### src/rtl/ssi_pkg.sv
`timescale 1ns / 1ps
// ----------------------------------------------------------------------------
// ssi_pkg
// Widths and constants of the segment stamp interpolator.
// ----------------------------------------------------------------------------
package ssi_pkg;

	localparam int COORD_W       = 20;              // Q15.4 coordinate
	localparam int SPACING_W     = 12;              // Q8.4 spacing
	localparam int DIST_W        = COORD_W + 1;     // magnitude of a difference, length
	localparam int RAD_W         = 2 * DIST_W;      // dx^2 + dy^2
	localparam int SUB_W         = DIST_W + 4;      // shared subtractor
	localparam int IN_W          = 4 * COORD_W;
	localparam int OUT_W         = 2 * COORD_W;
	localparam logic [SPACING_W-1:0] SPACING_RESET = 12'd32;

	typedef logic [COORD_W-1:0] coord_t;
	typedef logic [DIST_W-1:0]  mag_t;

endpackage

### src/rtl/segment_stamp_interpolator.sv
`timescale 1ns / 1ps
// ----------------------------------------------------------------------------
// segment_stamp_interpolator
// Evenly spaced brush stamps along a Q15.4 segment, then the end point.
// ----------------------------------------------------------------------------
// One segment request is taken, then s_tready stays low until its last point
// (m_tlast) has been taken. A single 21x21 multiplier and one 25-bit
// compare/subtract unit do all the arithmetic under a sequencer: square and
// add, square root, then divide the length by the spacing into a PW-bit
// quotient (PW = 21 + clog2(MAX_STEPS+1) + 12, 39 by default), then per stamp
// two multiply-and-divide passes and an output state. An output stall holds
// the sequencer in the output state.
// ----------------------------------------------------------------------------
module segment_stamp_interpolator #(
	parameter int MAX_STEPS = 63
) (
	input  logic                      clk,
	input  logic                      arst_n,
	// stamp spacing write
	input  logic                      cfg_valid,
	output logic                      cfg_ready,
	input  logic [ssi_pkg::SPACING_W-1:0] cfg_data,
	// segment in
	input  logic                      s_tvalid,
	output logic                      s_tready,
	input  logic [ssi_pkg::IN_W-1:0]  s_tdata,   // start_x, start_y, end_x, end_y
	// points out
	output logic                      m_tvalid,
	input  logic                      m_tready,
	output logic [ssi_pkg::OUT_W-1:0] m_tdata,   // point_x, point_y
	output logic                      m_tlast,   // is_last
	output logic                      m_tuser    // count_clamped
);
	import ssi_pkg::*;

	localparam int CW    = $clog2(MAX_STEPS + 1);
	localparam int AW    = CW + SPACING_W;
	localparam int PW    = DIST_W + AW;
	localparam int CNT_W = $clog2(PW);

	typedef enum logic [3:0] {
		ST_IDLE, ST_SQX, ST_SQY, ST_SUM, ST_SQRT, ST_DIVN, ST_MUL, ST_DIVP, ST_EMIT
	} state_t;

	state_t               state_q;
	logic [SPACING_W-1:0] spacing_q;
	coord_t               sx_q, sy_q, ex_q, ey_q;
	mag_t                 adx_q, ady_q, dist_q;
	logic                 negx_q, negy_q;
	logic [RAD_W-1:0]     prod_q, rad_q;
	logic [DIST_W-1:0]    root_q;
	logic [SUB_W-3:0]     srem_q;
	logic [PW-1:0]        num_q;
	logic [DIST_W:0]      drem_q;
	mag_t                 div_q;
	logic [CNT_W-1:0]     cnt_q;
	logic [CW-1:0]        n_q, i_q;
	logic [AW-1:0]        along_q;
	logic                 axis_q, clamp_q, last_q;
	coord_t               px_q, ox_q, oy_q;

	// spacing zero acts as one
	logic [SPACING_W-1:0] sp;
	assign sp = (spacing_q == '0) ? SPACING_W'(1) : spacing_q;

	// input split and differences
	coord_t in_sx, in_sy, in_ex, in_ey;
	mag_t   dx, dy;
	assign in_sx = s_tdata[COORD_W-1:0];
	assign in_sy = s_tdata[2*COORD_W-1:COORD_W];
	assign in_ex = s_tdata[3*COORD_W-1:2*COORD_W];
	assign in_ey = s_tdata[4*COORD_W-1:3*COORD_W];
	assign dx = {in_ex[COORD_W-1], in_ex} - {in_sx[COORD_W-1], in_sx};
	assign dy = {in_ey[COORD_W-1], in_ey} - {in_sy[COORD_W-1], in_sy};

	// shared multiplier
	mag_t             mul_a, mul_b;
	logic [RAD_W-1:0] mul_res;
	always_comb begin
		unique case (state_q)
			ST_SQX:  begin mul_a = adx_q; mul_b = adx_q; end
			ST_SQY:  begin mul_a = ady_q; mul_b = ady_q; end
			default: begin
				mul_a = axis_q ? ady_q : adx_q;
				mul_b = DIST_W'(along_q);
			end
		endcase
	end
	assign mul_res = mul_a * mul_b;

	// shared compare/subtract: square root trial or division step
	logic [SUB_W-1:0] sub_a, sub_b, sub_r;
	logic             sub_ok;
	always_comb begin
		if (state_q == ST_SQRT) begin
			sub_a = {srem_q, rad_q[RAD_W-1 -: 2]};
			sub_b = SUB_W'({root_q, 2'b01});
		end else begin
			sub_a = SUB_W'({drem_q[DIST_W-1:0], num_q[PW-1]});
			sub_b = SUB_W'(div_q);
		end
	end
	assign sub_r  = sub_a - sub_b;
	assign sub_ok = (sub_a >= sub_b);

	logic [PW-1:0] quot;
	mag_t          root_nx;
	coord_t        qc;
	assign quot    = {num_q[PW-2:0], sub_ok};
	assign root_nx = {root_q[DIST_W-2:0], sub_ok};
	assign qc      = quot[COORD_W-1:0];

	assign cfg_ready = 1'b1;
	assign s_tready  = (state_q == ST_IDLE);
	assign m_tvalid  = (state_q == ST_EMIT);
	assign m_tdata   = {oy_q, ox_q};
	assign m_tlast   = last_q;
	assign m_tuser   = clamp_q;

	// hold the spacing register
	always_ff @(posedge clk or negedge arst_n) begin
		if (!arst_n) begin
			spacing_q <= SPACING_RESET;
		end else if (cfg_valid && cfg_ready) begin
			spacing_q <= cfg_data;
		end
	end

	// sequencer
	always_ff @(posedge clk or negedge arst_n) begin
		if (!arst_n) begin
			state_q <= ST_IDLE;
			last_q  <= 1'b0;
			clamp_q <= 1'b0;
			cnt_q   <= '0;
			axis_q  <= 1'b0;
			i_q     <= '0;
			n_q     <= '0;
		end else begin
			unique case (state_q)
				ST_IDLE: begin
					if (s_tvalid) begin
						sx_q    <= in_sx;
						sy_q    <= in_sy;
						ex_q    <= in_ex;
						ey_q    <= in_ey;
						negx_q  <= dx[DIST_W-1];
						negy_q  <= dy[DIST_W-1];
						adx_q   <= dx[DIST_W-1] ? -dx : dx;
						ady_q   <= dy[DIST_W-1] ? -dy : dy;
						state_q <= ST_SQX;
					end
				end
				ST_SQX: begin
					prod_q  <= mul_res;
					state_q <= ST_SQY;
				end
				ST_SQY: begin
					rad_q   <= prod_q;
					prod_q  <= mul_res;
					state_q <= ST_SUM;
				end
				ST_SUM: begin
					rad_q   <= rad_q + prod_q;
					root_q  <= '0;
					srem_q  <= '0;
					cnt_q   <= '0;
					state_q <= ST_SQRT;
				end
				// one root bit a cycle
				ST_SQRT: begin
					rad_q  <= {rad_q[RAD_W-3:0], 2'b00};
					srem_q <= sub_ok ? sub_r[SUB_W-3:0] : sub_a[SUB_W-3:0];
					root_q <= root_nx;
					cnt_q  <= cnt_q + 1'b1;
					if (cnt_q == CNT_W'(DIST_W - 1)) begin
						dist_q  <= root_nx;
						num_q   <= PW'(root_nx);
						div_q   <= DIST_W'(sp);
						drem_q  <= '0;
						cnt_q   <= '0;
						state_q <= ST_DIVN;
					end
				end
				// one quotient bit a cycle: length over spacing
				ST_DIVN: begin
					num_q  <= quot;
					drem_q <= sub_ok ? sub_r[DIST_W:0] : sub_a[DIST_W:0];
					cnt_q  <= cnt_q + 1'b1;
					if (cnt_q == CNT_W'(PW - 1)) begin
						i_q     <= CW'(1);
						along_q <= AW'(sp);
						axis_q  <= 1'b0;
						if (quot > PW'(MAX_STEPS)) begin
							n_q     <= CW'(MAX_STEPS);
							clamp_q <= 1'b1;
						end else begin
							n_q     <= quot[CW-1:0];
							clamp_q <= 1'b0;
						end
						if (quot == '0) begin
							ox_q    <= ex_q;
							oy_q    <= ey_q;
							last_q  <= 1'b1;
							state_q <= ST_EMIT;
						end else begin
							state_q <= ST_MUL;
						end
					end
				end
				ST_MUL: begin
					num_q   <= mul_res[PW-1:0];
					div_q   <= dist_q;
					drem_q  <= '0;
					cnt_q   <= '0;
					state_q <= ST_DIVP;
				end
				// one quotient bit a cycle: offset along the axis
				ST_DIVP: begin
					num_q  <= quot;
					drem_q <= sub_ok ? sub_r[DIST_W:0] : sub_a[DIST_W:0];
					cnt_q  <= cnt_q + 1'b1;
					if (cnt_q == CNT_W'(PW - 1)) begin
						if (!axis_q) begin
							px_q    <= negx_q ? sx_q - qc : sx_q + qc;
							axis_q  <= 1'b1;
							state_q <= ST_MUL;
						end else begin
							ox_q    <= px_q;
							oy_q    <= negy_q ? sy_q - qc : sy_q + qc;
							last_q  <= 1'b0;
							state_q <= ST_EMIT;
						end
					end
				end
				ST_EMIT: begin
					if (m_tready) begin
						if (last_q) begin
							state_q <= ST_IDLE;
						end else if (i_q == n_q) begin
							ox_q   <= ex_q;
							oy_q   <= ey_q;
							last_q <= 1'b1;
						end else begin
							i_q     <= i_q + 1'b1;
							along_q <= along_q + AW'(sp);
							axis_q  <= 1'b0;
							state_q <= ST_MUL;
						end
					end
				end
				default: state_q <= ST_IDLE;
			endcase
		end
	end

	// the stamp index never passes the count
	a_index: assert property (@(posedge clk) disable iff (!arst_n)
		m_tvalid && !m_tlast |-> (i_q <= n_q))
		else $error("stamp index beyond count");

	// a point on offer blocks new segments
	a_busy: assert property (@(posedge clk) disable iff (!arst_n)
		m_tvalid |-> !s_tready)
		else $error("ready while a point is pending");

	// an accepted segment makes the block busy
	a_take: assert property (@(posedge clk) disable iff (!arst_n)
		s_tvalid && s_tready |=> !s_tready && !m_tvalid)
		else $error("segment not taken into work");

	// the end point closes the run
	a_end: assert property (@(posedge clk) disable iff (!arst_n)
		m_tvalid && m_tready && m_tlast |=> s_tready)
		else $error("no return to idle after end point");

endmodule
### config.mk
export PLATFORM = sky130hd
export DESIGN_NAME = segment_stamp_interpolator
export DESIGN_NICKNAME = d
export VERILOG_FILES = /design/src/rtl/ssi_pkg.sv /design/src/rtl/segment_stamp_interpolator.sv
export SDC_FILE = /design/constraint.sdc
export NUM_CORES = 2
export LEC_CHECK = 0
export BUFFER_PORTS_ARGS = -buffer_cell sky130_fd_sc_hd__buf_4
export CAP_MARGIN = 10
export CORE_MARGIN = 2
export CORE_UTILIZATION = 41
export DETAILED_ROUTE_END_ITERATION = 12
export GPL_ROUTABILITY_DRIVEN = 0
export PLACE_DENSITY_LB_ADDON = 0.15
export SYNTH_ARGS = -nofsm -noshare
export SYNTH_HDL_FRONTEND = slang
export SYNTH_SLANG_ARGS = --single-unit
### constraint.sdc
create_clock -name clk -period 18.8 [get_ports clk]
set_input_delay 0 -clock clk [delete_from_list [all_inputs] [get_ports clk]]
set_output_delay 0 -clock clk [all_outputs]
set_load 0.005 [all_outputs]
# Yosys cells after proc, flatten, opt, wreduce, memory -nomap -nowiden
# Cells that the tools add are included.
# W data, S select, Z words.
[op_classes]
addsub = 13
n_mul = 1
div = 0
order_cmp = 2
eq_ne = 22
n_shift = 0
muxes = 75
bitwise_logic = 1
n_reduce_logical = 28
[ops]
columns = ["op", "n"]
rows = [
  ["$mux W20", 18],
  ["$pmux W21 S2", 4],
  ["$pmux W42 S3", 1],
  ["$pmux W20 S3", 2],
  ["$pmux W39 S3", 1],
  ["$mux W21", 4],
  ["$mux W18", 4],
  ["$pmux W21 S3", 1],
  ["$mux W23", 2],
  ["$pmux W23 S2", 1],
  ["$add A42 B42 Y42", 1],
  ["$mul A21 B21 Y42", 1],
  ["$neg A21 Y21", 2],
  ["$sub A20 B20 Y21", 2],
  ["$add A20 B20 Y20", 2],
  ["$sub A20 B20 Y20", 2],
  ["$gt A39 B6 Y1 const B", 1],
  ["$logic_not A39 Y1", 1],
  ["$mux W39", 1],
  ["$mux W4", 9],
  ["$mux W6", 6],
  ["$pmux W18 S2", 1],
  ["$pmux W4 S9", 1],
  ["$ge A25 B23 Y1", 1],
  ["other kinds (31)", 73],
]
[totals]
regBits = 469
latchBits = 0
ramBits = 0
romBits = 0
input_bits = 97
out_inout_bits = 45
wordCells = 172
n_memories = 0

# Logic depth before layout (Yosys ltp)
[logic_depth]
ltp_word = 8
depth_mapped = 36
depth_no_buf = 32

# Worst setup path before layout
# OpenSTA, ideal clock, no wires.
[synth_timing]
path_type = "reg2reg"
start = "register state_q[3]"
end = "register prod_q[40], data pin"
setup_ns = 0.266
arrival_time_ns = 8.526
t_required_ns = 18.534
setup_slack_ns = 10.008
stages_incl_launch_ff = 33
n_path_buf = 4
period_less_slack_ns = 8.792
cell_sequence = "dfrtp_1 clkbuf_1 nor2_1 nand2_1 nor2_1 inv_1 a21oi_1 clkbuf_1 buf_2 mux2i_1 nor2_1 fa_1 inv_1 fa_1 fa_1 inv_1 fa_1 fa_1 fa_1 inv_1 fa_1 inv_1 ha_1 clkbuf_1 a21oi_1 o21ai_0 or2_2 o311ai_1 o21ai_1 o41ai_2 o211ai_1 o41ai_1 xnor2_1"
[synth_between]
elab_chain_len = 3
elab_cells_between_ends = 5
classes_between = "mul: 1; eq/ne: 2; mux: 2"
[synth_lines]
columns = ["element", "line", "text"]
rows = [
  ["start: declaration", "segment_stamp_interpolator.sv:45", "state_t state_q;"],
  ["start signal: assignment", "segment_stamp_interpolator.sv:132", "state_q <= ST_IDLE;"],
  ["start signal: assignment", "segment_stamp_interpolator.sv:151", "state_q <= ST_SQX;"],
  ["start signal: assignment", "segment_stamp_interpolator.sv:156", "state_q <= ST_SQY;"],
  ["$eq A4 B2 Y1 or $eq A4 B1 Y1 (tied branches)", "segment_stamp_interpolator.sv:80", "unique case (state_q)"],
  ["$pmux W21 S2", "segment_stamp_interpolator.sv:80", ""],
  ["$mul A21 B21 Y42 *", "segment_stamp_interpolator.sv:89", "assign mul_res = mul_a * mul_b;"],
  ["via mul_res[40]", "segment_stamp_interpolator.sv:78", "logic [RAD_W-1:0] mul_res;"],
  ["end signal: assignment", "segment_stamp_interpolator.sv:155", "prod_q <= mul_res;"],
  ["end signal: assignment", "segment_stamp_interpolator.sv:160", "prod_q <= mul_res;"],
  ["end: declaration", "segment_stamp_interpolator.sv:50", "logic [RAD_W-1:0] prod_q, rad_q;"],
]
# Mark *: on every way through the listed nets, which the timed path passes. The rest lies on a longest branch.
# A chain may end at the register's enable or synchronous reset.

# Worst setup path after layout
[layout_timing]
start = "register state_q[3]"
end = "register prod_q[41], data pin"
# Same word-level chain as after synthesis.

==> key figures <==
Global route
  • Met3 Usage GRT: between 4 and 5%
  • GRT met1 Usage: 35.1%
  • Antenna violations before repair: 3
  • GR Overflow Total: 0
  • Global-route wire length before repair: 204 mm
  • GRT busiest layer: met2
  • GRT Resource Usage Total: between 20% and 30%
  • Pin count of the biggest net entering global routing: 75
  • Vias in the first global route: 32162
  • Met2 global-route usage: between 40% and 50%

Critical path
  • Startpoint types: flip-flop
  • Crit end category: flip-flop
  • CP arrival: roughly 10000 ps
  • Crit path kind: reg -> reg
  • Slowest stage cell, crit path: mux2i_1
  • Most frequent CP cell: fa_1
  • Slowest stage delay, CP: 1120 ps
  • Critical path peak fanout: between 40 and 50
  • Required @ worst endpoint: 19160 ps

Clock network
  • Htree depth: 2
  • Post-CTS Resized: 0
  • Root Buffer: clkbuf_16
  • Clock-pin slew on the worst setup and hold paths: 60 ps
  • CTS Buf Count: 53
  • CTS tree: done
  • CTS Buffer Depth: 3
  • Clk Latency, worst-skew pair: 620 ps
  • CTS Sinks: 469

Power
  • P_int: 2.16 mW
  • Psw: 838 uW
  • Tot Pwr: between 2 and 3 mW
  • Combinational Power Share: 20.5%
  • Switching Share: between 20% and 30%
  • Power share of the clock group: about 39%
  • Maximum VDD drop: 0.0557 mV
  • Static Leak: 20.8 nW
  • Sequential share of power: approximately two fifths
  • Pwr/cell area: 63.2 mW/mm^2

Cells and area
  • Final #Nets: 5256
  • Proportion of layout cells with a drive suffix above 1: 8.36%
  • # diodes: 0
  • Final-layout fill cell count: 9615
  • Area Overhead vs Synth: 13.5%

STA
  • Fmax: 99.4 MHz
  • Fin crit share: 53.5%
  • Final Hold Fails: 0
  • Setup violations, final: 0
  • RSZ-0062 raised after global routing: false
  • Setup TNS: 0 ps
  • Final Slew Violations: 0
  • Period minus WS final: 10060 ps
  • Hold Slack: 65.6 ps
  • Least-Margin Pin Slew: ~1300 ps
  • Final clock skew: around 31 ps
  • Rel. slew slack: between 10% and 20%

Synth
  • Post-synth top area cell: edfxtp_1
  • Ys flop type: edfxtp_1
  • Synth Warn #: 0
  • Yosys top cell area share: 31.1%
  • Compound-Gate Fraction of Synth Area: 12.1%
  • Syn Nets: 5067
  • Largest cells by area after synthesis: edfxtp_1 31%, fa_1 17%, ha_1 9.4%
  • Post-synthesis sequential area ratio: 33.3%
  • EDFF count, synth: between 400 and 500
  • Synth Cell Area: roughly 0.042 sq mm
  • Most frequent cells after synthesis: 550 x nand2_1, 518 x inv_1, 432 x edfxtp_1, 427 x nor2_1, 365 x fa_1
  • Most common cell in the synthesized netlist: nand2_1
  • Simple-gate share of the synthesized area: 14.0%
  • Largest family of logic cells by synthesized area: adder cells
  • Mapped Cells: around 4300
  • Mux cell area share after synthesis: ~2.7%
  • Xor/xnor cell area share of the yosys netlist: 4.80%
  • Syn Area/Cell: about 9.7 sq um
  • Asr flop ratio synth: 7.89%
  • Yosys cell types: 92
  • Post-synthesis adder-cell area fraction: 26.9%
  • Flops & latches, synth: between 400 and 500

Placement
  • Detail Placement HPWL: between 100 and 150 mm
  • IO buf count: 140

Hold path
  • Class of the worst hold path: in -> async

Floorplan
  • Area of the core: 0.101 sq mm
  • Chip Height: 323 um
  • Initial Util: between 40% and 50%
  • Row cnt: 117
  • IO Pins: 142
  • DIE WIDTH: 323 um
  • Area of the die: 0.104 sq mm

Routing
  • Via-to-Cell Ratio: 5.51
  • First-pass DRT Iterations: 8
  • DR WL/cell: 23.0 um
  • DRC Markers: 0
  • Antenna Violating Nets Remaining: 0
  • Detailed Route Iter0 Violations: 3125
  • Drt total wl: 136 mm
  • Via count: 32464

Run
  • Max-cap violation count: 0

Status
  • Outcome: finished clean
-- stage by stage --
stage	util [%]	setup WS, ps	cell area [sq um]	std cells
final	46.7	8740	47400	5892
after global routing	46.7	8320	47400	5892
after CTS	46.7	8770	47400	5892
after detailed placement	43.7	8770	44400	5684
after global placement	43.7	8910	44400	5684
after floorplan	-	10010	41800	4291
-- area by class of cell --
type	count	area, sq um	area share, %
Timing Repair Buffer	295	2500	5.28
Multi-Input combinational cell	3137	25400	53.5
Clock inverter	23	385	0.813
Inverter	524	1970	4.15
Sequential cell	469	13900	29.3
Clock buffer	76	1560	3.29
Tap cell	1368	1710	3.61
-- sequential cells by signal (all words and copies together) (netlist names), 21 cells and up --
| register | count |
|---|---|
| adx_q | 21 |
| rad_q | 42 |
| num_q | 39 |
| srem_q | 23 |
| dist_q | 21 |
| prod_q | 42 |
| drem_q | 21 |
| ady_q | 21 |
| div_q | 21 |
| root_q | 21 |
-- worst paths after layout --
kind | start | endpoint | slack [ps] | cells past startpoint
max | state_q[3] | prod_q[41] | 8740 | 31
min | arst_n | spacing_q[5] | 70 | 2
max reg2reg | state_q[3] | prod_q[41] | 8740 | 31
min reg2reg | dist_q[6] | div_q[6] | 510 | 2
max in group asynchronous | arst_n | spacing_q[8] | 18470 | 3
min in group clk | s_tdata[0] | sx_q[0] | 120 | 2
-- per-layer routing --
| metal | routed length (um) | share of wire, % |
|---|---|---|
| met5 | 29 | 0.021 |
| met4 | 5590 | 4.1 |
| met3 | 9320 | 6.9 |
| met2 | 62900 | 46 |
| met1 | 57700 | 43 |
-- cells in the final DEF, fill, tap and decap left out, drive strengths merged, types with 20 or more instances in the layout --
cell type,instances
o31ai,20
nand2,551
nor2b,26
a22oi,73
ha,314
inv,523
o21bai,22
nand2b,26
and2,36
a211oi,28
nor2,427
mux2,59
a22o,24
nor3,60
clkbuf,76
edfxtp,432
o21ai,183
buf,187
mux2i,46
and3,53
a31oi,30
dfrtp,36
xnor2,156
fa,365
xor2,72
a21oi,233
dlygate4sd3,108
o21a,23
a21o,53
or3,25
nand3,53
-- timing repair --
item,in CTS,in global routing
hold buffers,109,0
endpoints found under the hold margin,138,0
buffers inserted,0,0
setup endpoints to repair,0,0
-- worst max-delay path: cells and delay by family (launching register included) --
kind                       cells  cell delay, ps
DFF                            1             500
buffers and inverters          7            1170
and+or+nand+nor                6            1080
muxes                          1            1120
AOI/OAI and AO/OA              9            1880
adders and majority gates      8            4050
-- logic make-up (layout without fill, tap and decap cells) --
kind of cell / count (synthesis) / in the layout
other: 1 / 1
flip-flops: 469 / 469
AND/OR/NAND/NOR: 1332 / 1332
AO/OA/AOI/OAI: 792 / 792
adder cells (fa/ha/maj): 679 / 679
XOR/XNOR: 228 / 228
multiplexers: 105 / 105
buffers and inverters: 685 / 918
-- power by group through the flow --
stage,Clock [mW],Combinational [mW],Sequential [mW]
2_1_floorplan,0,0.435,1.22
3_3_place_gp,0,0.586,1.24
3_5_place_dp,0,0.591,1.24
4_1_cts,1.18,0.615,1.22
5_1_grt,1.22,0.688,1.22
6_report,1.16,0.614,1.22
No activity file was read; power rests on OpenSTA's default activity.
